<file path="src/hdl/loge_pkg.sv">
`timescale 1ns / 1ps

package loge_pkg;

    // Configuration register indexes
    localparam logic [2:0] REG_IMAGE_WIDTH  = 3'd0;
    localparam logic [2:0] REG_IMAGE_HEIGHT = 3'd1;
    localparam logic [2:0] REG_WEIGHT_RED   = 3'd2;
    localparam logic [2:0] REG_WEIGHT_GREEN = 3'd3;
    localparam logic [2:0] REG_WEIGHT_BLUE  = 3'd4;

    localparam int CFG_INDEX_W = 3;
    localparam int CFG_DATA_W  = 13;

    // Window row source: line store slot 0..4, or the gray value in flight
    localparam logic [2:0] SRC_CUR = 3'd5;

    // Window update modes
    localparam logic [1:0] MODE_FILL  = 2'd0;  // load new column into all five taps
    localparam logic [1:0] MODE_SHIFT = 2'd1;  // shift left, new column on the right
    localparam logic [1:0] MODE_DUP   = 2'd2;  // shift left, repeat rightmost column

    // floor(x / 100) as (x * 83887) >> 23, exact for x below 91180
    localparam logic [16:0] DIV100_MUL   = 17'd83887;
    localparam int          DIV100_SHIFT = 23;

    typedef struct packed {
        logic [1:0]      mode;
        logic            wr;
        logic            emit;
        logic            run_last;
        logic            frame_last;
        logic [2:0]      wr_slot;
        logic [4:0][2:0] src;
    } op_t;

    // Slot that held the row d rows above the row in slot s
    function automatic logic [2:0] slot_back(logic [2:0] s, logic [2:0] d);
        logic [3:0] t;
        t = {1'b0, s} + 4'd5 - {1'b0, d};
        if (t >= 4'd5) begin
            t = t - 4'd5;
        end
        return t[2:0];
    endfunction

endpackage

</file>
<file path="src/hdl/loge_pipe.sv">
`timescale 1ns / 1ps

module loge_pipe #(
    parameter int MAX_WIDTH = 1024
) (
    input  logic                         aclk,
    input  logic                         aresetn,
    input  logic                         op_valid,
    input  loge_pkg::op_t                op,
    input  logic [$clog2(MAX_WIDTH)-1:0] op_col,
    input  logic [7:0]                   red,
    input  logic [7:0]                   green,
    input  logic [7:0]                   blue,
    input  logic [6:0]                   weight_red,
    input  logic [6:0]                   weight_green,
    input  logic [6:0]                   weight_blue,
    input  logic [4:0][7:0]              ram_rdata,
    output logic                         st1_ready,
    output logic                         wr_pending,
    output logic [4:0]                   ram_we,
    output logic [$clog2(MAX_WIDTH)-1:0] ram_waddr,
    output logic [7:0]                   ram_wdata,
    output logic                         m_tvalid,
    input  logic                         m_tready,
    output logic signed [12:0]           response,
    output logic                         run_last,
    output logic                         frame_last
);

    localparam int CW = $clog2(MAX_WIDTH);

    // Stage 1: pixel registers
    logic          st1_v_reg;
    loge_pkg::op_t st1_op_reg;
    logic [CW-1:0] st1_col_reg;
    logic [7:0]    st1_r_reg;
    logic [7:0]    st1_g_reg;
    logic [7:0]    st1_b_reg;

    // Stage 2: weighted sum and line store column
    logic            st2_v_reg;
    loge_pkg::op_t   st2_op_reg;
    logic [CW-1:0]   st2_col_reg;
    logic [16:0]     st2_sum_reg;
    logic [4:0][7:0] st2_ram_reg;

    // Stage 3: window
    logic                 st3_v_reg;
    logic                 st3_emit_reg;
    logic                 st3_rl_reg;
    logic                 st3_fl_reg;
    logic [4:0][4:0][7:0] win_reg;

    // Output word
    logic               out_v_reg;
    logic signed [12:0] out_resp_reg;
    logic               out_rl_reg;
    logic               out_fl_reg;

    logic               out_ready;
    logic               st3_leave;
    logic               st3_ready;
    logic               st2_leave;
    logic               st2_ready;
    logic               st1_leave;
    logic [14:0]        p_r;
    logic [14:0]        p_g;
    logic [14:0]        p_b;
    logic [16:0]        sum;
    logic [33:0]        q_full;
    logic [10:0]        quot;
    logic [7:0]         gray;
    logic [4:0][7:0]    col_new;
    logic [11:0]        f_pos;
    logic [9:0]         f_n2;
    logic [10:0]        f_n1;
    logic signed [13:0] f_sum;

    // Handshake chain, bubbles collapse
    always_comb begin
        out_ready  = !out_v_reg || m_tready;
        st3_leave  = st3_v_reg && (!st3_emit_reg || out_ready);
        st3_ready  = !st3_v_reg || st3_leave;
        st2_leave  = st2_v_reg && st3_ready;
        st2_ready  = !st2_v_reg || st3_ready;
        st1_leave  = st1_v_reg && st2_ready;
        st1_ready  = !st1_v_reg || st2_ready;
        wr_pending = (st1_v_reg && st1_op_reg.wr) || (st2_v_reg && st2_op_reg.wr);
    end

    // Weighted sum of the color components
    always_comb begin
        p_r = {8'b0, weight_red}   * {7'b0, st1_r_reg};
        p_g = {8'b0, weight_green} * {7'b0, st1_g_reg};
        p_b = {8'b0, weight_blue}  * {7'b0, st1_b_reg};
        sum = {2'b0, p_r} + {2'b0, p_g} + {2'b0, p_b};
    end

    // Divide by 100, saturate, pick each window row's source, drive the line store write
    always_comb begin
        q_full = {17'b0, st2_sum_reg} * {17'b0, loge_pkg::DIV100_MUL};
        quot   = q_full[33:loge_pkg::DIV100_SHIFT];
        gray   = (quot > 11'd255) ? 8'hFF : quot[7:0];
        for (int k = 0; k < 5; k++) begin
            col_new[k] = gray;
            for (int s = 0; s < 5; s++) begin
                if (st2_op_reg.src[k] == 3'(s)) begin
                    col_new[k] = st2_ram_reg[s];
                end
            end
        end
        for (int s = 0; s < 5; s++) begin
            ram_we[s] = st2_leave && st2_op_reg.wr && (st2_op_reg.wr_slot == 3'(s));
        end
        ram_waddr = st2_col_reg;
        ram_wdata = gray;
    end

    // Kernel response from the window, center tap at row 2, column 2
    always_comb begin
        f_pos = {win_reg[2][2], 4'b0};
        f_n2  = {2'b0, win_reg[1][2]} + {2'b0, win_reg[3][2]}
              + {2'b0, win_reg[2][1]} + {2'b0, win_reg[2][3]};
        f_n1  = {3'b0, win_reg[0][2]} + {3'b0, win_reg[4][2]}
              + {3'b0, win_reg[2][0]} + {3'b0, win_reg[2][4]}
              + {3'b0, win_reg[1][1]} + {3'b0, win_reg[1][3]}
              + {3'b0, win_reg[3][1]} + {3'b0, win_reg[3][3]};
        f_sum = $signed({2'b0, f_pos}) - $signed({3'b0, f_n2, 1'b0})
              - $signed({3'b0, f_n1});
    end

    // Valid bits
    always_ff @(posedge aclk) begin
        if (!aresetn) begin
            st1_v_reg <= 1'b0;
            st2_v_reg <= 1'b0;
            st3_v_reg <= 1'b0;
            out_v_reg <= 1'b0;
        end else begin
            if (st1_ready) begin
                st1_v_reg <= op_valid;
            end
            if (st2_ready) begin
                st2_v_reg <= st1_leave;
            end
            if (st3_ready) begin
                st3_v_reg <= st2_leave;
            end
            if (out_ready) begin
                out_v_reg <= st3_leave && st3_emit_reg;
            end
        end
    end

    // Payload: hold while stalled
    always_ff @(posedge aclk) begin
        if (op_valid && st1_ready) begin
            st1_op_reg  <= op;
            st1_col_reg <= op_col;
            st1_r_reg   <= red;
            st1_g_reg   <= green;
            st1_b_reg   <= blue;
        end
        if (st1_leave) begin
            st2_op_reg  <= st1_op_reg;
            st2_col_reg <= st1_col_reg;
            st2_sum_reg <= sum;
            st2_ram_reg <= ram_rdata;
        end
        if (st2_leave) begin
            st3_emit_reg <= st2_op_reg.emit;
            st3_rl_reg   <= st2_op_reg.run_last;
            st3_fl_reg   <= st2_op_reg.frame_last;
            for (int k = 0; k < 5; k++) begin
                case (st2_op_reg.mode)
                    loge_pkg::MODE_FILL: begin
                        for (int c = 0; c < 5; c++) begin
                            win_reg[k][c] <= col_new[k];
                        end
                    end
                    loge_pkg::MODE_SHIFT: begin
                        for (int c = 0; c < 4; c++) begin
                            win_reg[k][c] <= win_reg[k][c+1];
                        end
                        win_reg[k][4] <= col_new[k];
                    end
                    default: begin
                        for (int c = 0; c < 4; c++) begin
                            win_reg[k][c] <= win_reg[k][c+1];
                        end
                    end
                endcase
            end
        end
        if (st3_leave && st3_emit_reg && out_ready) begin
            out_resp_reg <= f_sum[12:0];
            out_rl_reg   <= st3_rl_reg;
            out_fl_reg   <= st3_fl_reg;
        end
    end

    assign m_tvalid   = out_v_reg;
    assign response   = out_resp_reg;
    assign run_last   = out_rl_reg;
    assign frame_last = out_fl_reg;

endmodule
</file>
<file path="config.mk">
export PLATFORM = sky130hd
export DESIGN_NAME = loge_pipe
export DESIGN_NICKNAME = d
export VERILOG_FILES = /design/src/hdl/loge_pkg.sv /design/src/hdl/loge_pipe.sv
export SDC_FILE = /design/constraint.sdc
export NUM_CORES = 1
export LEC_CHECK = 0
export ABC_AREA = 1
export BUFFER_PORTS_ARGS = -buffer_cell sky130_fd_sc_hd__buf_2
export CAP_MARGIN = 20
export CORE_ASPECT_RATIO = 0.7
export CORE_MARGIN = 3
export CORE_UTILIZATION = 36
export DETAILED_ROUTE_END_ITERATION = 10
export GPL_TIMING_DRIVEN = 0
export SETUP_SLACK_MARGIN = 0.02
export SLEW_MARGIN = 25
export SYNTH_ARGS = -nofsm -noshare
export SYNTH_HDL_FRONTEND = slang
export SYNTH_SLANG_ARGS = --single-unit
</file>
<file path="constraint.sdc">
create_clock -name aclk -period 8.6 [get_ports aclk]
set_clock_uncertainty 0.1 [all_clocks]
set_input_delay 0.86 -clock aclk [delete_from_list [all_inputs] [get_ports aclk]]
set_output_delay 0.86 -clock aclk [all_outputs]
set_load 0.005 [all_outputs]
</file>
==> results.json <==
{
  "grt_antenna_before_repair": 14,
  "avgViaCountPerCell": 4.68,
  "min_path_type": "flop to flop",
  "syn_inst": 2949,
  "drtAntennaViolNets": 0,
  "fillers": 7750,
  "cts_tree": "yes",
  "clkTransAtPathRegs_ns": 0.06,
  "ctsResizeCount": 0,
  "clk_path_buf_depth": 3,
  "syn_area_per_cell_um2": 9.61,
  "fin_area_um2": 31900,
  "maxSlewViolCount": 0,
  "synth_top_area_cell": "edfxtp_1",
  "numCtsBuffers": 37,
  "finalNonFillerCells": 4218,
  "syn_nets": 3667,
  "netlist_top_cells_area": "edfxtp_1 34%, fa_1 23%, ha_1 12%",
  "tightest_slew_ns": 1.25,
  "cts_hold_repair.buffers": 0,
  "cp_common_cell": "inv_1",
  "rsz0062_at_grt": "no",
  "drc_errors": 0,
  "pin_count": 164,
  "gp_congestion": 0.905,
  "crit_required_ns": 7.64,
  "grt_max_degree": 58,
  "end_kind": "output port",
  "timing.fmax_mhz": 135,
  "hp-start": "st1_op_reg[6]$_DFFE_PP_",
  "synth.most_common_cell": "inv_1",
  "cts_sinks": 323,
  "r2r-start": "st2_sum_reg[4]$_DFFE_PP_",
  "finalWirelength_um": 74700,
  "cp-start-kind": "flop",
  "root_buffer": "clkbuf_16",
  "largest_reg_flops": 144,
  "synth_commonest_cells": "779 x inv_1, 724 x nand2_1, 332 x fa_1",
  "synth-seq-cells": 323,
  "arrival_ns": 6.46,
  "htreeDepth": 2,
  "die_area_um2": 82200,
  "path_cells": "inv_1, fa_1, inv_1, ha_1, inv_1, fa_1, fa_1, inv_1, fa_1, inv_1, fa_1, inv_1, ha_1, nand2_1, nor2_1, inv_1, nor4_1, o21ai_0, nand2_1, nand2_1, nand2_1, nand3_2, buf_2",
  "cp_max_fo": 7,
  "hold_ws_ns": 0.299,
  "grt_first_pass_wirelength_um": 115000,
  "relSlewSlack": 0.163,
  "period_minus_slack_ns": 7.42,
  "setup_viol": 0,
  "layout-drive-gt1-share": 0.0937,
  "grt_overflow_total": 0,
  "async_reset_ff_frac": 0,
  "area_growth_pct": 12.7,
  "hold_viol": 0,
  "wl_per_cell_um": 17.7,
  "crit_start": "st2_sum_reg[4]$_DFFE_PP_",
  "placed_area_um2": 30700,
  "crit_path_top_delay_cell": "fa_1",
  "max-cap-violations": 0,
  "first_iter_violations": 1856,
  "worstSkewPairLatency_ns": 0.57,
  "synth_edf_count": 319,
  "synth_top_area_share": 0.338,
  "die_height_um": 241,
  "ys.flop_type": "edfxtp_1",
  "post-cts-setup-buffers": 0,
  "fin_util": 0.412,
  "die_w_um": 341,
  "row_count": 85,
  "cpPeakStageDelay_ns": 0.62,
  "fp.coreArea_um2": 77400,
  "final_nets": 3860,
  "netlist_area_um2": 28300,
  "path_class": "flop to output port",
  "dp_cells": 4147,
  "grt_use_total": 0.185,
  "status": "complete, no violations",
  "place_hpwl_um": 62200,
  "yosysUniqueCellTypes": 46,
  "vias": 19800,
  "ys_seq_area_frac": 0.341,
  "port_buffers": 142,
  "grt_pass1_vias": 19700,
  "first_pass_iters": 5,
  "initial_core_util": 0.366,
  "synth_warnings": 0,
  "finalCritPeriodShare": 0.863
}
## logic make-up (layout without fill, tap and decap cells)
logic type,count (synthesis),count (layout),share of synthesized area
compound gates,250,250,0.0545
xor+xnor,38,38,0.0117
fa+ha+maj,595,595,0.351
buf+inv,833,1054,0.112
flops,323,323,0.341
other cells,0,4,0
simple gates,910,910,0.130
## layout make-up
| cell class | count | area, um2 | area share |
|---|---|---|---|
| Multi-Input combinational cell | 1793 | 15500 | 0.486 |
| Sequential cell | 323 | 9660 | 0.303 |
| Inverter | 789 | 2970 | 0.0930 |
| Tap cell | 1044 | 1310 | 0.0409 |
| Clock buffer | 42 | 1010 | 0.0316 |
| Timing Repair Buffer | 154 | 997 | 0.0312 |
| Clock inverter | 25 | 229 | 0.00717 |
| Buffer | 44 | 214 | 0.00670 |
| Antenna cell | 4 | 10.0 | 0.000314 |
## metal layers
metal / share of wire / vias to the layer above / GRT usage
li1: - / 9497 / -
met1: 0.52 / 9532 / 0.298
met2: 0.38 / 633 / 0.245
met3: 0.095 / 76 / 0.0535
met4: 0.012 / 16 / 0.0288
met5: 0.0014 / - / 0
## worst paths after layout
path                            depth (start not counted)  slack (ns)                       to
worst min register to register                          0        0.30  st2_op_reg[6]$_DFFE_PP_
worst min-delay path                                    0        0.30  st2_op_reg[6]$_DFFE_PP_
worst max-delay path                                   23        1.18             ram_wdata[6]
worst max register to register                         32        1.81   win_reg[143]$_DFFE_PP_
## per-stage QoR
step                      TNS (ns)  setup WS, ns
final                            0          1.18
after global routing             0         0.755
after CTS                        0          1.16
after detailed placement         0          1.20
after global placement      -55.50         -1.40
after floorplan                  0          1.81
## cells in the final DEF, fill, tap and decap left out, types with 4 or more instances in the layout
master and n:
clkinv_2 7, a21oi_1 79, diode_2 4, nor2_1 84, nand3_2 5, nand2_2 21
clkinvlp_4 5, nor3_1 12, nand4_1 9, o21ai_1 15, buf_16 8, clkbuf_16 39
o21ai_0 65, dfxtp_1 4, o211ai_1 4, o21ai_2 7, a21oi_2 5, o21bai_1 15
clkinv_4 5, ha_1 263, inv_1 777, inv_6 4, buf_2 143, nand3_1 27
a21o_1 8, clkbuf_1 38, a221oi_1 43, xor2_1 29, fa_1 332, nand2_1 724
nor2_2 12, edfxtp_1 319, xnor2_1 9, inv_2 10
## critical path, delay by kind of cell, from the launching register on
kind | cells | cell delay [ns]
DFF | 1 | 0.60
buffers and inverters | 8 | 0.83
AOI/OAI and AO/OA | 1 | 0.21
adders and majority gates | 7 | 3.08
and+or+nand+nor | 7 | 1.16
Power is not shown: default switching activity piles up to over one toggle a cycle in this logic, so the estimate is an artifact.
