## src/hdl/loge_pkg.sv

```systemverilog
`timescale 1ns / 1ps

package loge_pkg;

    // Configuration register indexes
    localparam logic [2:0] REG_IMAGE_WIDTH  = 3'd0;
    localparam logic [2:0] REG_IMAGE_HEIGHT = 3'd1;
    localparam logic [2:0] REG_WEIGHT_RED   = 3'd2;
    localparam logic [2:0] REG_WEIGHT_GREEN = 3'd3;
    localparam logic [2:0] REG_WEIGHT_BLUE  = 3'd4;

    localparam int CFG_INDEX_W = 3;
    localparam int CFG_DATA_W  = 13;

    // Window row source: line store slot 0..4, or the gray value in flight
    localparam logic [2:0] SRC_CUR = 3'd5;

    // Window update modes
    localparam logic [1:0] MODE_FILL  = 2'd0;  // load new column into all five taps
    localparam logic [1:0] MODE_SHIFT = 2'd1;  // shift left, new column on the right
    localparam logic [1:0] MODE_DUP   = 2'd2;  // shift left, repeat rightmost column

    // floor(x / 100) as (x * 83887) >> 23, exact for x below 91180
    localparam logic [16:0] DIV100_MUL   = 17'd83887;
    localparam int          DIV100_SHIFT = 23;

    typedef struct packed {
        logic [1:0]      mode;
        logic            wr;
        logic            emit;
        logic            run_last;
        logic            frame_last;
        logic [2:0]      wr_slot;
        logic [4:0][2:0] src;
    } op_t;

    // Slot that held the row d rows above the row in slot s
    function automatic logic [2:0] slot_back(logic [2:0] s, logic [2:0] d);
        logic [3:0] t;
        t = {1'b0, s} + 4'd5 - {1'b0, d};
        if (t >= 4'd5) begin
            t = t - 4'd5;
        end
        return t[2:0];
    endfunction

endpackage

```

## src/hdl/loge_seq.sv

```systemverilog
`timescale 1ns / 1ps

module loge_seq #(
    parameter int MAX_WIDTH  = 1024,
    parameter int MAX_HEIGHT = 4096
) (
    input  logic                          aclk,
    input  logic                          aresetn,
    input  logic                          s_tvalid,
    output logic                          s_tready,
    input  logic                          is_drain,
    input  logic [$clog2(MAX_WIDTH)-1:0]  wmax,
    input  logic [$clog2(MAX_HEIGHT)-1:0] hmax,
    input  logic                          st1_ready,
    input  logic                          wr_pending,
    output logic                          op_valid,
    output loge_pkg::op_t                 op,
    output logic [$clog2(MAX_WIDTH)-1:0]  op_col
);

    localparam int CW = $clog2(MAX_WIDTH);
    localparam int RW = $clog2(MAX_HEIGHT);

    logic [RW-1:0] row_reg;
    logic [CW-1:0] col_reg;
    logic [2:0]    slot_reg;
    logic          frame_done_reg;
    logic [RW-1:0] last_row_reg;
    logic [2:0]    last_slot_reg;
    logic [CW-1:0] dcol_reg;
    logic          dpass_reg;
    logic [1:0]    step_reg;

    logic          ignored;
    logic          row_end;
    logic          frame_end;
    logic          out_row;
    logic          d_first;
    logic          d_last_col;
    logic          multi;
    logic          last_step;
    logic          can_go;
    logic          accept;
    logic [CW:0]   d_ahead;

    // Decode the word on the bus
    always_comb begin
        ignored    = is_drain ? !frame_done_reg : frame_done_reg;
        row_end    = col_reg >= wmax;
        frame_end  = row_reg >= hmax;
        out_row    = row_reg >= RW'(2);
        d_first    = dcol_reg == '0;
        d_last_col = dcol_reg >= wmax;
        multi      = is_drain ? d_first : (row_end && out_row);
        last_step  = multi ? (step_reg == 2'd2) : 1'b1;
        can_go     = st1_ready && !(is_drain && wr_pending);
        op_valid   = s_tvalid && !ignored && can_go;
        s_tready   = ignored || (can_go && last_step);
        accept     = s_tvalid && s_tready && !ignored;
        d_ahead    = {1'b0, dcol_reg} + (CW+1)'(2);
    end

    // Build the operation for the current step
    always_comb begin
        logic [2:0] d;
        op     = '0;
        op_col = col_reg;
        if (!is_drain) begin
            op.wr_slot = slot_reg;
            if (step_reg == 2'd0) begin
                op.mode = (col_reg == '0) ? loge_pkg::MODE_FILL : loge_pkg::MODE_SHIFT;
                op.wr   = 1'b1;
                op.emit = out_row && (col_reg >= CW'(2));
            end else begin
                op.mode = loge_pkg::MODE_DUP;
                op.emit = 1'b1;
            end
            op.run_last = op.emit && last_step;
            for (int k = 0; k < 5; k++) begin
                d = 3'(4 - k);
                if (d == 3'd0) begin
                    op.src[k] = loge_pkg::SRC_CUR;
                end else if (row_reg < RW'(d)) begin
                    op.src[k] = (row_reg == '0) ? loge_pkg::SRC_CUR : 3'd0;
                end else begin
                    op.src[k] = loge_pkg::slot_back(slot_reg, d);
                end
            end
        end else begin
            if (d_first) begin
                op_col  = CW'(step_reg);
                op.mode = (step_reg == 2'd0) ? loge_pkg::MODE_FILL : loge_pkg::MODE_SHIFT;
                op.emit = step_reg == 2'd2;
            end else begin
                op_col  = (d_ahead > {1'b0, wmax}) ? wmax : d_ahead[CW-1:0];
                op.mode = loge_pkg::MODE_SHIFT;
                op.emit = 1'b1;
            end
            op.run_last   = op.emit;
            op.frame_last = op.emit && dpass_reg && d_last_col;
            for (int k = 0; k < 5; k++) begin
                if (dpass_reg) begin
                    d = (k <= 2) ? 3'(2 - k) : 3'd0;
                end else begin
                    d = (k <= 3) ? 3'(3 - k) : 3'd0;
                end
                op.src[k] = (last_row_reg < RW'(d)) ? 3'd0
                                                    : loge_pkg::slot_back(last_slot_reg, d);
            end
        end
    end

    // Advance position counters
    always_ff @(posedge aclk) begin
        if (!aresetn) begin
            row_reg        <= '0;
            col_reg        <= '0;
            slot_reg       <= '0;
            frame_done_reg <= 1'b0;
            last_row_reg   <= '0;
            last_slot_reg  <= '0;
            dcol_reg       <= '0;
            dpass_reg      <= 1'b0;
            step_reg       <= '0;
        end else begin
            if (op_valid) begin
                step_reg <= last_step ? 2'd0 : step_reg + 2'd1;
            end
            if (accept) begin
                if (!is_drain) begin
                    if (row_end) begin
                        col_reg <= '0;
                        if (frame_end) begin
                            row_reg        <= '0;
                            slot_reg       <= '0;
                            frame_done_reg <= 1'b1;
                            last_row_reg   <= row_reg;
                            last_slot_reg  <= slot_reg;
                            dcol_reg       <= '0;
                            dpass_reg      <= 1'b0;
                        end else begin
                            row_reg  <= row_reg + RW'(1);
                            slot_reg <= (slot_reg == 3'd4) ? 3'd0 : slot_reg + 3'd1;
                        end
                    end else begin
                        col_reg <= col_reg + CW'(1);
                    end
                end else begin
                    if (d_last_col) begin
                        dcol_reg <= '0;
                        if (dpass_reg) begin
                            frame_done_reg <= 1'b0;
                            dpass_reg      <= 1'b0;
                        end else begin
                            dpass_reg <= 1'b1;
                        end
                    end else begin
                        dcol_reg <= dcol_reg + CW'(1);
                    end
                end
            end
        end
    end

endmodule

```

## config.mk

```make
export PLATFORM = sky130hd
export DESIGN_NAME = loge_seq
export DESIGN_NICKNAME = d
export VERILOG_FILES = /design/src/hdl/loge_pkg.sv /design/src/hdl/loge_seq.sv
export SDC_FILE = /design/constraint.sdc
export NUM_CORES = 1
export LEC_CHECK = 0
export ABC_AREA = 1
export BUFFER_PORTS_ARGS = -buffer_cell sky130_fd_sc_hd__buf_2
export CORE_UTILIZATION = 40
export CTS_CLUSTER_SIZE = 12
export DETAILED_ROUTE_END_ITERATION = 8
export SYNTH_ARGS = -nofsm -noshare
export SYNTH_HDL_FRONTEND = slang
export SYNTH_SLANG_ARGS = --single-unit
```

## constraint.sdc

```tcl
create_clock -name aclk -period 2.3 [get_ports aclk]
set_input_delay 0.23 -clock aclk [delete_from_list [all_inputs] [get_ports aclk]]
set_output_delay 0.23 -clock aclk [all_outputs]
set_load 0.005 [all_outputs]
```

==> run metrics, run 1 <==
die area=0.01524 mm²; fin area=approximately 0.0083 mm²; total power=2.169 mW; P&R area growth vs syn=40.86%; DR WL/cell=14.48 µm; Finish-stage setup viols=23; Buf+Inv Stages, Crit Path=2; net count after synthesis=1028; Clock Tree Buf Depth=2; clk sinks=54; Placement Cell Area=0.007149 mm²; CTS tree=built; number of cells produced by synthesis=just over 900; most frequent cells in the layout=nand2_1, buf_4, inv_1, nand3_1, nor2_1; hpwl dp=13.65 mm; DR iter-0 viols=435; EDFF count, synth=0; CP max stage cell=dfxtp_2; ys flop type=dfxtp_1; skew final=0.01179 ns; CTS Root Cell=clkbuf_16; top post-synthesis cells by area=dfxtp_1, ha_1, nand2_1, inv_1, nand3_1; Max Cap Viol=0; first-pass GRT wire length=28.41 mm; DRT Pass-1 Iters=7; fillers=1401; Setup Crit Path Kind=reg -> out; nets=between 1000 and 1500; setup ws final=-0.5490 ns; Clock transition at path regs=around 0.080 ns; failing checks=setup timing; Worst EP arrival=2.62 ns; worst skew pair latency=0.30 ns; Max Freq=351.0 MHz; min-delay worst type=in -> reg; Cell variety after synth=53; sequential area share after synthesis=a little under a fifth; layout cells sized above 1=33.30%; Final Hold Viols=0; GR peak layer=met2; Post-Syn Area=0.005898 mm²; final worst path period share=123.9%; area of the core=0.01448 mm²; worst endpoint required time=2.07 ns; # IOs=64; Slowest Stage Delay on Critical Path=0.38 ns; Horiz. Die Dim=123.4 µm; Worst R2R Setup Slack=0.18 ns; vias per cell=5.139; syn avg cell area=6.383 µm²; relative slew slack=57.51%; largest net degree at the start of global routing=between 40 and 50; area leader, netlist=dfxtp_1; critical path endpoint category=output port; vias=roughly 6700; grt met1 use=32.73%; FF/Latch Area=around 0.0011 mm²; peak supply drop=0.2827 mV; RSZ-0062 raised after global routing=yes; pre-CTS setup slack=-0.3282 ns; Synth top area share=18.33%; CP top delay family=simple AND/OR/NAND/NOR gates; peak fanout along the critical path=9; Synthesis Warnings=0; fraction of registers with async set/reset=0%; Die Ht=123.4 µm; row cnt=44; Tmin final=2.849 ns; # DRC=0; Startpoint Class=register; port bufs=63; GRT Util Overall=23.73%; vias in the first global route=5795; leakage dissipation=4.129 nW; status=complete, but fails checks; commonest non-fill, non-tap cell in the layout=nand2_1; Ant. Diodes=0; GR Util met3=2.675%; CTS H-tree depth=2; Multi-input gate area=0.004807 mm²; TritonCTS buffer count=5; pwr dens=261.0 mW/mm²; worst path cell trace=nand2_4 > buf_4 > nor2_4 > nand2_2 > xor2_2 > ha_1 > a21oi_2 > o211ai_1 > nor2_1 > nand2_2 > nand2_4 > nand2_1 > nand3_1 > nand2_1 > buf_2; fin. max-slew vios=0; Placer Congestion=0.9562; Worst Max-Slew Pin Slew=0.6293 ns; remaining antenna violation count=0; antenna violations before repair=0; routed wire length=around 19 mm; GR Overflow Total=0; Initial Util=40.74%; grt met2 use=39.94%; #FFs+latches synth=54
[metrics by stage]
stage,TNS (ns),cells,hold WS [ns],utilization [%]
after floorplan,0,924,0.4304,-
after global placement,-3.138,1246,0.4473,49.38
after detailed placement,-3.578,1246,0.4560,49.38
after CTS,-7.098,1278,0.4609,54.54
after global routing,-11.03,1295,0.4829,57.38
final,-7.944,1295,0.4622,57.38
[synth_stat cells (all sizes together) (3+ instances only)]
library cell and count:
nand4 33, clkbuf 13, xor2 30, nand2 216, a21o 5, o21ai 40, nor2 88, xnor2 10
nor3 21, nand3 97, inv 128, or2 6, ha 75, dfxtp 54, buf 22, o21bai 3
o22ai 4, a21oi 55, o211ai 4
[cells by family after synthesis]
family	after synthesis	synth area share (%)
multiplexers	1	0.1697
AND/OR/NAND/NOR	467	36.02
XOR/XNOR	40	6.194
adder cells (fa/ha/maj)	76	16.25
AO/OA/AOI/OAI	123	11.77
flip-flops	54	18.33
buffers and inverters	163	11.26
[what timing repair did]
item | 4_1_cts | 5_1_grt
gates cloned | 0 | 2
hold buffers | 0 | 0
pin swaps | 46 | 50
setup buffers | 24 | 18
gates resized for setup | 108 | 77
setup endpoints to repair | 24 | 54
hold endpoints to repair | 0 | 0
[worst register-to-register path: cells and delay by family, from the launching register on]
kind            cells  cell delay, ns
flops               1            0.37
simple gates        7            0.96
buf+inv             4            0.61
compound gates      1            0.12
[cell type report]
class                   instances  share of cell area, %
multi-input cells             709                  57.86
repair buffers                212                  17.85
flip-flops and latches         54                  13.43
inverters                     128                  5.949
well taps                     184                  2.771
clock buffers                   6                  1.672
clock inverters                 2                 0.4669
[layer usage]
metal / routed length [µm] / up-vias / share of wire [%]
li1: - / 3404 / -
met1: 8746 / 3095 / 47
met2: 9102 / 136 / 49
met3: 649 / 20 / 3.5
met4: 259 / 0 / 1.4
met5: 0 / - / 0
[worst paths after layout]
path,from,endpoint,cells past startpoint
setup / recovery,dcol_reg[5],op_col[2],15
hold / removal,aresetn,slot_reg[0],4
setup reg to reg,dcol_reg[2],col_reg[2],12
hold reg to reg,frame_done_reg,frame_done_reg,2
[power by group]
part | internal [mW] | switching (mW) | total (mW)
clock | 0.548 | 0.364 | 0.912
sequential | 0.930 | 0.00220 | 0.932
combinational | 0.123 | 0.202 | 0.325
total | 1.60 | 0.568 | 2.17
(Power assumes the default switching activity.)
==> run 2: changes to the inputs <==
--- a/config.mk
+++ b/config.mk
@@ -7,6 +7,8 @@
 export LEC_CHECK = 0
 export ABC_AREA = 1
 export BUFFER_PORTS_ARGS = -buffer_cell sky130_fd_sc_hd__buf_2
+export CORE_ASPECT_RATIO = 0.7
+export CORE_MARGIN = 2
 export CORE_UTILIZATION = 40
 export CTS_CLUSTER_SIZE = 12
 export DETAILED_ROUTE_END_ITERATION = 8
==> run 2 against run 1 <==
Effect of this change: the flow still finishes with violations (setup timing); sequential share of layout area fell by 0.13 points; clock-buffer cell count decreased by 1; combinational power is 6.2% higher; core utilization increased by 0.14 points; design area increased by 0.65%; critical path depth unchanged; global-route usage decreased by 0.22 points; hold slack better by 0.0032 ns; register-to-register slack worse by 0.09 ns; cell count grew 1.5%; highest routed layer unchanged; fmax grew 1.4%; sequential power hardly changed; critical path type unchanged.
==> run metrics, run 2 (synthesis results as in run 1) <==
status=complete, but fails checks; failing checks=setup timing; Initial Util=40.57% (-0.16 points); worst endpoint required time=2.07 ns (about the same); port bufs=63 (unchanged); Logic pwr share=16.8% (+1.8 points); min-delay worst type=reg -> reg; Placer Congestion=0.9473 (-0.93%); pwr dens=245.4 mW/mm² (-6.0%); antenna violations before repair=0 (unchanged); Max Freq=355.9 MHz (+1.4%); Die Ht=105.6 µm (-14%); sw frac=28.42% (+2.2 points); leakage dissipation=4.199 nW (+1.7%); fin. max-slew vios=0 (unchanged); largest net degree at the start of global routing=42 (unchanged); Horiz. Die Dim=149.1 µm (+21%); Final Hold Viols=0 (unchanged); final worst path period share=122.2% (-1.7 points); pre-CTS setup slack=-0.2789 ns (+0.04925 ns); DR iter-0 viols=450 (+3.4%); setup_tns=-7.352 ns (+0.5919 ns); relative slew slack=61.92% (+4.4 points); P_sw=0.5832 mW (+2.7%); commonest non-fill, non-tap cell in the layout=nand2_1; worst skew pair latency=0.30 ns (about the same); vias per cell=5.054 (-1.7%); Layout Cells excl Fill=1315 (+1.5%); Multi-input gate area=0.004758 mm² (-1.0%); Ant. Diodes=0 (unchanged); peak fanout along the critical path=4 (-5); area of the core=0.01454 mm² (+0.40%); CTS tree=built; Finish-stage setup viols=22 (-4.3%); most frequent cells in the layout=nand2_1, buf_4, inv_1, nand3_1, nor2_1; skew final=0.009567 ns (-0.002226 ns); layout cells sized above 1=33.30% (about the same); P&R area growth vs syn=41.77%; Max Cap Viol=0 (unchanged); CTS H-tree depth=2 (unchanged); Internal Pwr Total=1.469 mW (-8.2%); Setup Crit Path Kind=reg -> out; Tmin final=2.810 ns (-0.03919 ns); row cnt=37 (-16%); Startpoint Class=register; # IOs=64 (unchanged); Fin Hold WS=0.4653 ns (+0.003170 ns); fin area=0.008362 mm² (+0.65%); routed wire length=18.65 mm (-0.59%); Clk pwr share=37.8% (-4.3 points); # DRC=0 (unchanged); RSZ-0062 raised after global routing=yes; critical path endpoint category=output port; GR Overflow Total=0 (unchanged); Worst Max-Slew Pin Slew=0.5674 ns (-0.06196 ns); DRT Pass-1 Iters=5 (-2); sequential share of power=45.4% (+2.4 points); setup ws final=-0.5098 ns (+0.03919 ns); Clock transition at path regs=0.08 ns (about the same); first-pass GRT wire length=29.91 mm (+5.3%); TritonCTS buffer count=5 (unchanged); FF/Latch Area=0.001112 mm² (-0.34%); Placement Cell Area=0.007288 mm² (+1.9%); placed cells=1272 (+2.1%); fillers=1394 (-0.50%); Worst EP arrival=2.58 ns (-0.04 ns); hpwl dp=14.16 mm (+3.8%); nets=1224 (+0.82%); remaining antenna violation count=0 (unchanged); vias in the first global route=5940 (+2.5%); vias=6646 (-0.14%); peak supply drop=0.2566 mV (-9.2%); DR WL/cell=14.18 µm (-2.1%); GRT Util Overall=23.51% (-0.22 points); CTS Root Cell=clkbuf_16; Clock Tree Buf Depth=2 (unchanged); clk sinks=54 (unchanged); die area=0.01575 mm² (+3.4%)
run 2: changes by cell type in the layout (fill, tap and decap cells not counted), sizes merged:
cell and change:
bufinv -1, clkinv +1, clkinvlp -1, nor2 -1
nand3 -1, inv +1, buf +11
run 2: per-stage QoR:
stage | utilization, % | power, mW
after detailed placement | 50.14 | 1.267
after CTS | 53.99 | 2.047
final | 57.52 | 2.052
after floorplan | - | 1.133
after global routing | 57.52 | 2.140
after global placement | 50.14 | 1.265
run 2: path summary, 6_finish.rpt:
| kind | from | end | slack, ns | depth (start not counted) |
|---|---|---|---|---|
| worst max-delay path | dcol_reg[1] | op_col[7] | -0.51 | 15 |
| worst min register to register | step_reg[0] | step_reg[0] | 0.47 | 1 |
| worst max register to register | dcol_reg[3] | frame_done_reg | 0.09 | 16 |
| worst min-delay path | step_reg[0] | step_reg[0] | 0.47 | 1 |
run 2: per-layer routing:
layer,GRT usage (%),wire (µm),vias to the layer above
met1,36.05,9429,3063
met4,3.878,124,0
li1,-,-,3422
met3,4.935,1181,13
met2,33.90,7912,148
met5,0,0,-
run 2: final cells by class:
class                      count  area share [%]
inverter                     128           5.866
tap                          195           2.918
timing repair buffer         224           19.35
sequential                    54           13.30
multi-input combinational    707           56.91
clock buffer                   5           1.496
clock inverter                 2          0.1646
run 2: what timing repair did:
item                                    4_1_cts  5_1_grt
gates resized for setup                      93       85
setup buffers                                16       23
gates cloned                                  0        1
endpoints found under the setup margin       26       38
hold buffers                                  0        0
pin swaps                                    39       48
run 2: power by group through the flow:
stage	Combinational (mW)	Clock, mW	Sequential [mW]
floorplan	0.173	0	0.960
global placement	0.306	0	0.960
detailed placement	0.308	0	0.960
CTS	0.317	0.798	0.933
global route	0.381	0.827	0.932
finish	0.345	0.776	0.932
run 2: critical path, cell delays in order, from the launching register on:
cell and delay (ns):
dfxtp_4 0.38, ha_4 0.16, nand2_4 0.07, o21ai_0 0.25, nand2_2 0.09, inv_1 0.06, ha_1 0.25, a31oi_1 0.18
nor2_1 0.06, nor2_1 0.17, nand2_4 0.12, clkbuf_16 0.16, nand3_1 0.06, nand3_1 0.08, nand2_1 0.07, buf_2 0.11
==> run 3: changes to the inputs <==
--- a/config.mk
+++ b/config.mk
@@ -12,6 +12,7 @@
 export CORE_UTILIZATION = 40
 export CTS_CLUSTER_SIZE = 12
 export DETAILED_ROUTE_END_ITERATION = 8
+export RECOVER_POWER = 25
 export SYNTH_ARGS = -nofsm -noshare
 export SYNTH_HDL_FRONTEND = slang
 export SYNTH_SLANG_ARGS = --single-unit
==> run 3 against run 2 <==
Effect of this change: critical path type unchanged; design area shrank 0.43%; die area unchanged; the flow still finishes with violations (setup timing); core utilization decreased by 0.25 points; sequential power hardly changed; via count barely moved; clock power barely moved; critical path depth stayed put; routed wire length down 0.28%; first-iteration DRC count is 12% higher; clock skew about the same.
==> run metrics, run 3 (synthesis results as in run 1) <==
DR WL/cell=14.14 µm (-0.28%); Die Ht=105.6 µm (unchanged); final cell utilization of the core=57.27% (-0.25 points); Post-CTS Hold Fix Bufs=0 (unchanged); Setup Crit Path Kind=reg -> out; RSZ-0062 raised after global routing=yes; CTS tree=built; Worst R2R Setup Slack=0.08 ns (about the same); Clock transition at path regs=0.08 ns (about the same); # DRC=0 (unchanged); vias=6645 (-0.015%); die area=0.01575 mm² (unchanged); DR iter-0 viols=502 (+12%); largest net degree at the start of global routing=42 (unchanged); Hold Crit Depth=4 (+3); Buf+Inv Stages, Crit Path=3 (unchanged); vias per cell=5.053 (about the same); hpwl dp=14.16 mm (unchanged); relative slew slack=61.92% (unchanged); leakage dissipation=4.169 nW (-0.72%); Finish-stage setup viols=22 (unchanged); critical path endpoint category=output port; most frequent cells in the layout=nand2_1, buf_4, inv_1, nand3_1, nor2_1; RR Endpoint=frame_done_reg; remaining antenna violation count=0 (unchanged); commonest non-fill, non-tap cell in the layout=nand2_1; area of the core=0.01454 mm² (unchanged); nets=1224 (unchanged); first-pass GRT wire length=29.91 mm (unchanged); Slowest Stage Delay on Critical Path=0.38 ns (about the same); CTS H-tree depth=2 (unchanged); DRT Pass-1 Iters=5 (unchanged); final worst path period share=121.8% (-0.32 points); clk sinks=54 (unchanged); Final Hold Viols=0 (unchanged); failing checks=setup timing; port bufs=63 (unchanged); antenna violations before repair=0 (unchanged); # IOs=64 (unchanged); Ant. Diodes=0 (unchanged); CP top delay family=simple AND/OR/NAND/NOR gates; P&R area growth vs syn=41.15%; routed wire length=18.60 mm (-0.28%); WHS Endpoint=step_reg[1]; Initial Util=40.57% (unchanged); depth of the most critical reg-to-reg path=16 (unchanged); skew final=0.009953 ns (+0.0003854 ns); fin area=0.008325 mm² (-0.43%); CTS Root Cell=clkbuf_16; row cnt=37 (unchanged); Max Cap Viol=0 (unchanged); worst path cell trace=ha_4 > nand2_4 > o21ai_0 > nand2_2 > inv_1 > ha_1 > a31oi_1 > nor2_1 > nor2_1 > nand2_4 > clkbuf_16 > nand3_1 > nand3_1 > nand2_1 > buf_2; Startpoint Class=register; critical path launch point=dcol_reg[1]; total power=2.052 mW (about the same); min-delay worst type=in -> reg; vias in the first global route=5940 (unchanged); setup ws final=-0.5025 ns (+0.007272 ns); Clock Tree Buf Depth=2 (unchanged); Worst Max-Slew Pin Slew=0.5674 ns (unchanged); Worst EP arrival=2.57 ns (about the same); Max Freq=356.8 MHz (+0.26%); Min-Delay Startpoint=s_tvalid; CP max stage cell=dfxtp_4; peak supply drop=0.2590 mV (+0.90%); TritonCTS buffer count=5 (unchanged); worst skew pair latency=0.30 ns (about the same); Placer Congestion=0.9473 (unchanged); setup_tns=-7.559 ns (-0.2072 ns); Placement Cell Area=0.007288 mm² (unchanged); GR Overflow Total=0 (unchanged); fin. max-slew vios=0 (unchanged); GRT Util Overall=23.51% (unchanged); worst endpoint required time=2.07 ns (about the same); layout cells sized above 1=32.41% (-0.89 points); Tmin final=2.803 ns (-0.007272 ns); peak fanout along the critical path=4 (unchanged); Horiz. Die Dim=149.1 µm (unchanged); pwr dens=246.5 mW/mm² (+0.44%); status=complete, but fails checks; r2r startpoint=dcol_reg[3]
-- run 3: changes by cell type in the layout (fill, tap and decap cells not counted), moves of 2 or more --
cell	before	now
dfxtp_1	41	43
buf_2	63	60
clkbuf_1	0	5
dfxtp_4	6	4
buf_4	142	138
-- run 3: final cells by class --
cell class,instances,area (µm²)
repair buffers,224,1604
fillers,1404,6211
clock buffers,5,125.1
well taps,195,244.0
clock inverters,2,13.76
flip-flops and latches,54,1105
inverters,128,490.5
multi-input cells,707,4743
-- run 3: worst max-delay path by stage --
stage	cells past startpoint	endpoint	slack [ns]
after detailed placement	15	op_col[7]	-0.28
final	15	op_col[7]	-0.50
after global routing	15	op_col[5]	-0.63
after CTS	16	op_col[8]	-0.46
after global placement	15	op_col[4]	-0.24
after floorplan	15	op_col[8]	0.009
-- run 3: repair_timing --
item | CTS | global route
endpoints found under the hold margin | 0 | 0
gates cloned | 0 | 1
pin swaps | 39 | 48
setup buffers | 16 | 23
endpoints found under the setup margin | 26 | 38
gates resized for setup | 93 | 85
-- run 3: metal layers --
layer / wire [µm] / GRT usage (%) / vias up
met4: 171 / 3.878 / 0
li1: - / - / 3427
met1: 9511 / 36.05 / 3051
met2: 7799 / 33.90 / 150
met3: 1112 / 4.935 / 17
met5: 0 / 0 / -
-- run 3: worst register-to-register path: stages, from the launching register on --
cell     delay [ns]
dfxtp_4        0.36
buf_6          0.12
buf_6          0.12
buf_6          0.11
ha_4           0.27
nand2_4        0.05
nor3_4         0.16
nand3_1        0.09
nand4_1        0.22
nand2_2        0.10
buf_6          0.13
nand2_2        0.04
nand2_1        0.04
nor2_1         0.09
nor2_1         0.06
nand2_1        0.09
nand2_1        0.05
-- run 3: report_power, final --
part	internal [mW]	total (mW)	switching, mW
logic	0.136	0.343	0.206
clock network	0.401	0.776	0.374
registers	0.932	0.934	0.00188
-- run 3: per-stage QoR --
step / instances / worst slack [ns] / hold slack (ns)
2_1_floorplan: 924 / 0.008574 / 0.4304
3_3_place_gp: 1272 / -0.2421 / 0.4598
3_5_place_dp: 1272 / -0.2789 / 0.4447
4_1_cts: 1295 / -0.4587 / 0.4579
5_1_grt: 1315 / -0.6268 / 0.4802
6_report: 1315 / -0.5025 / 0.4598
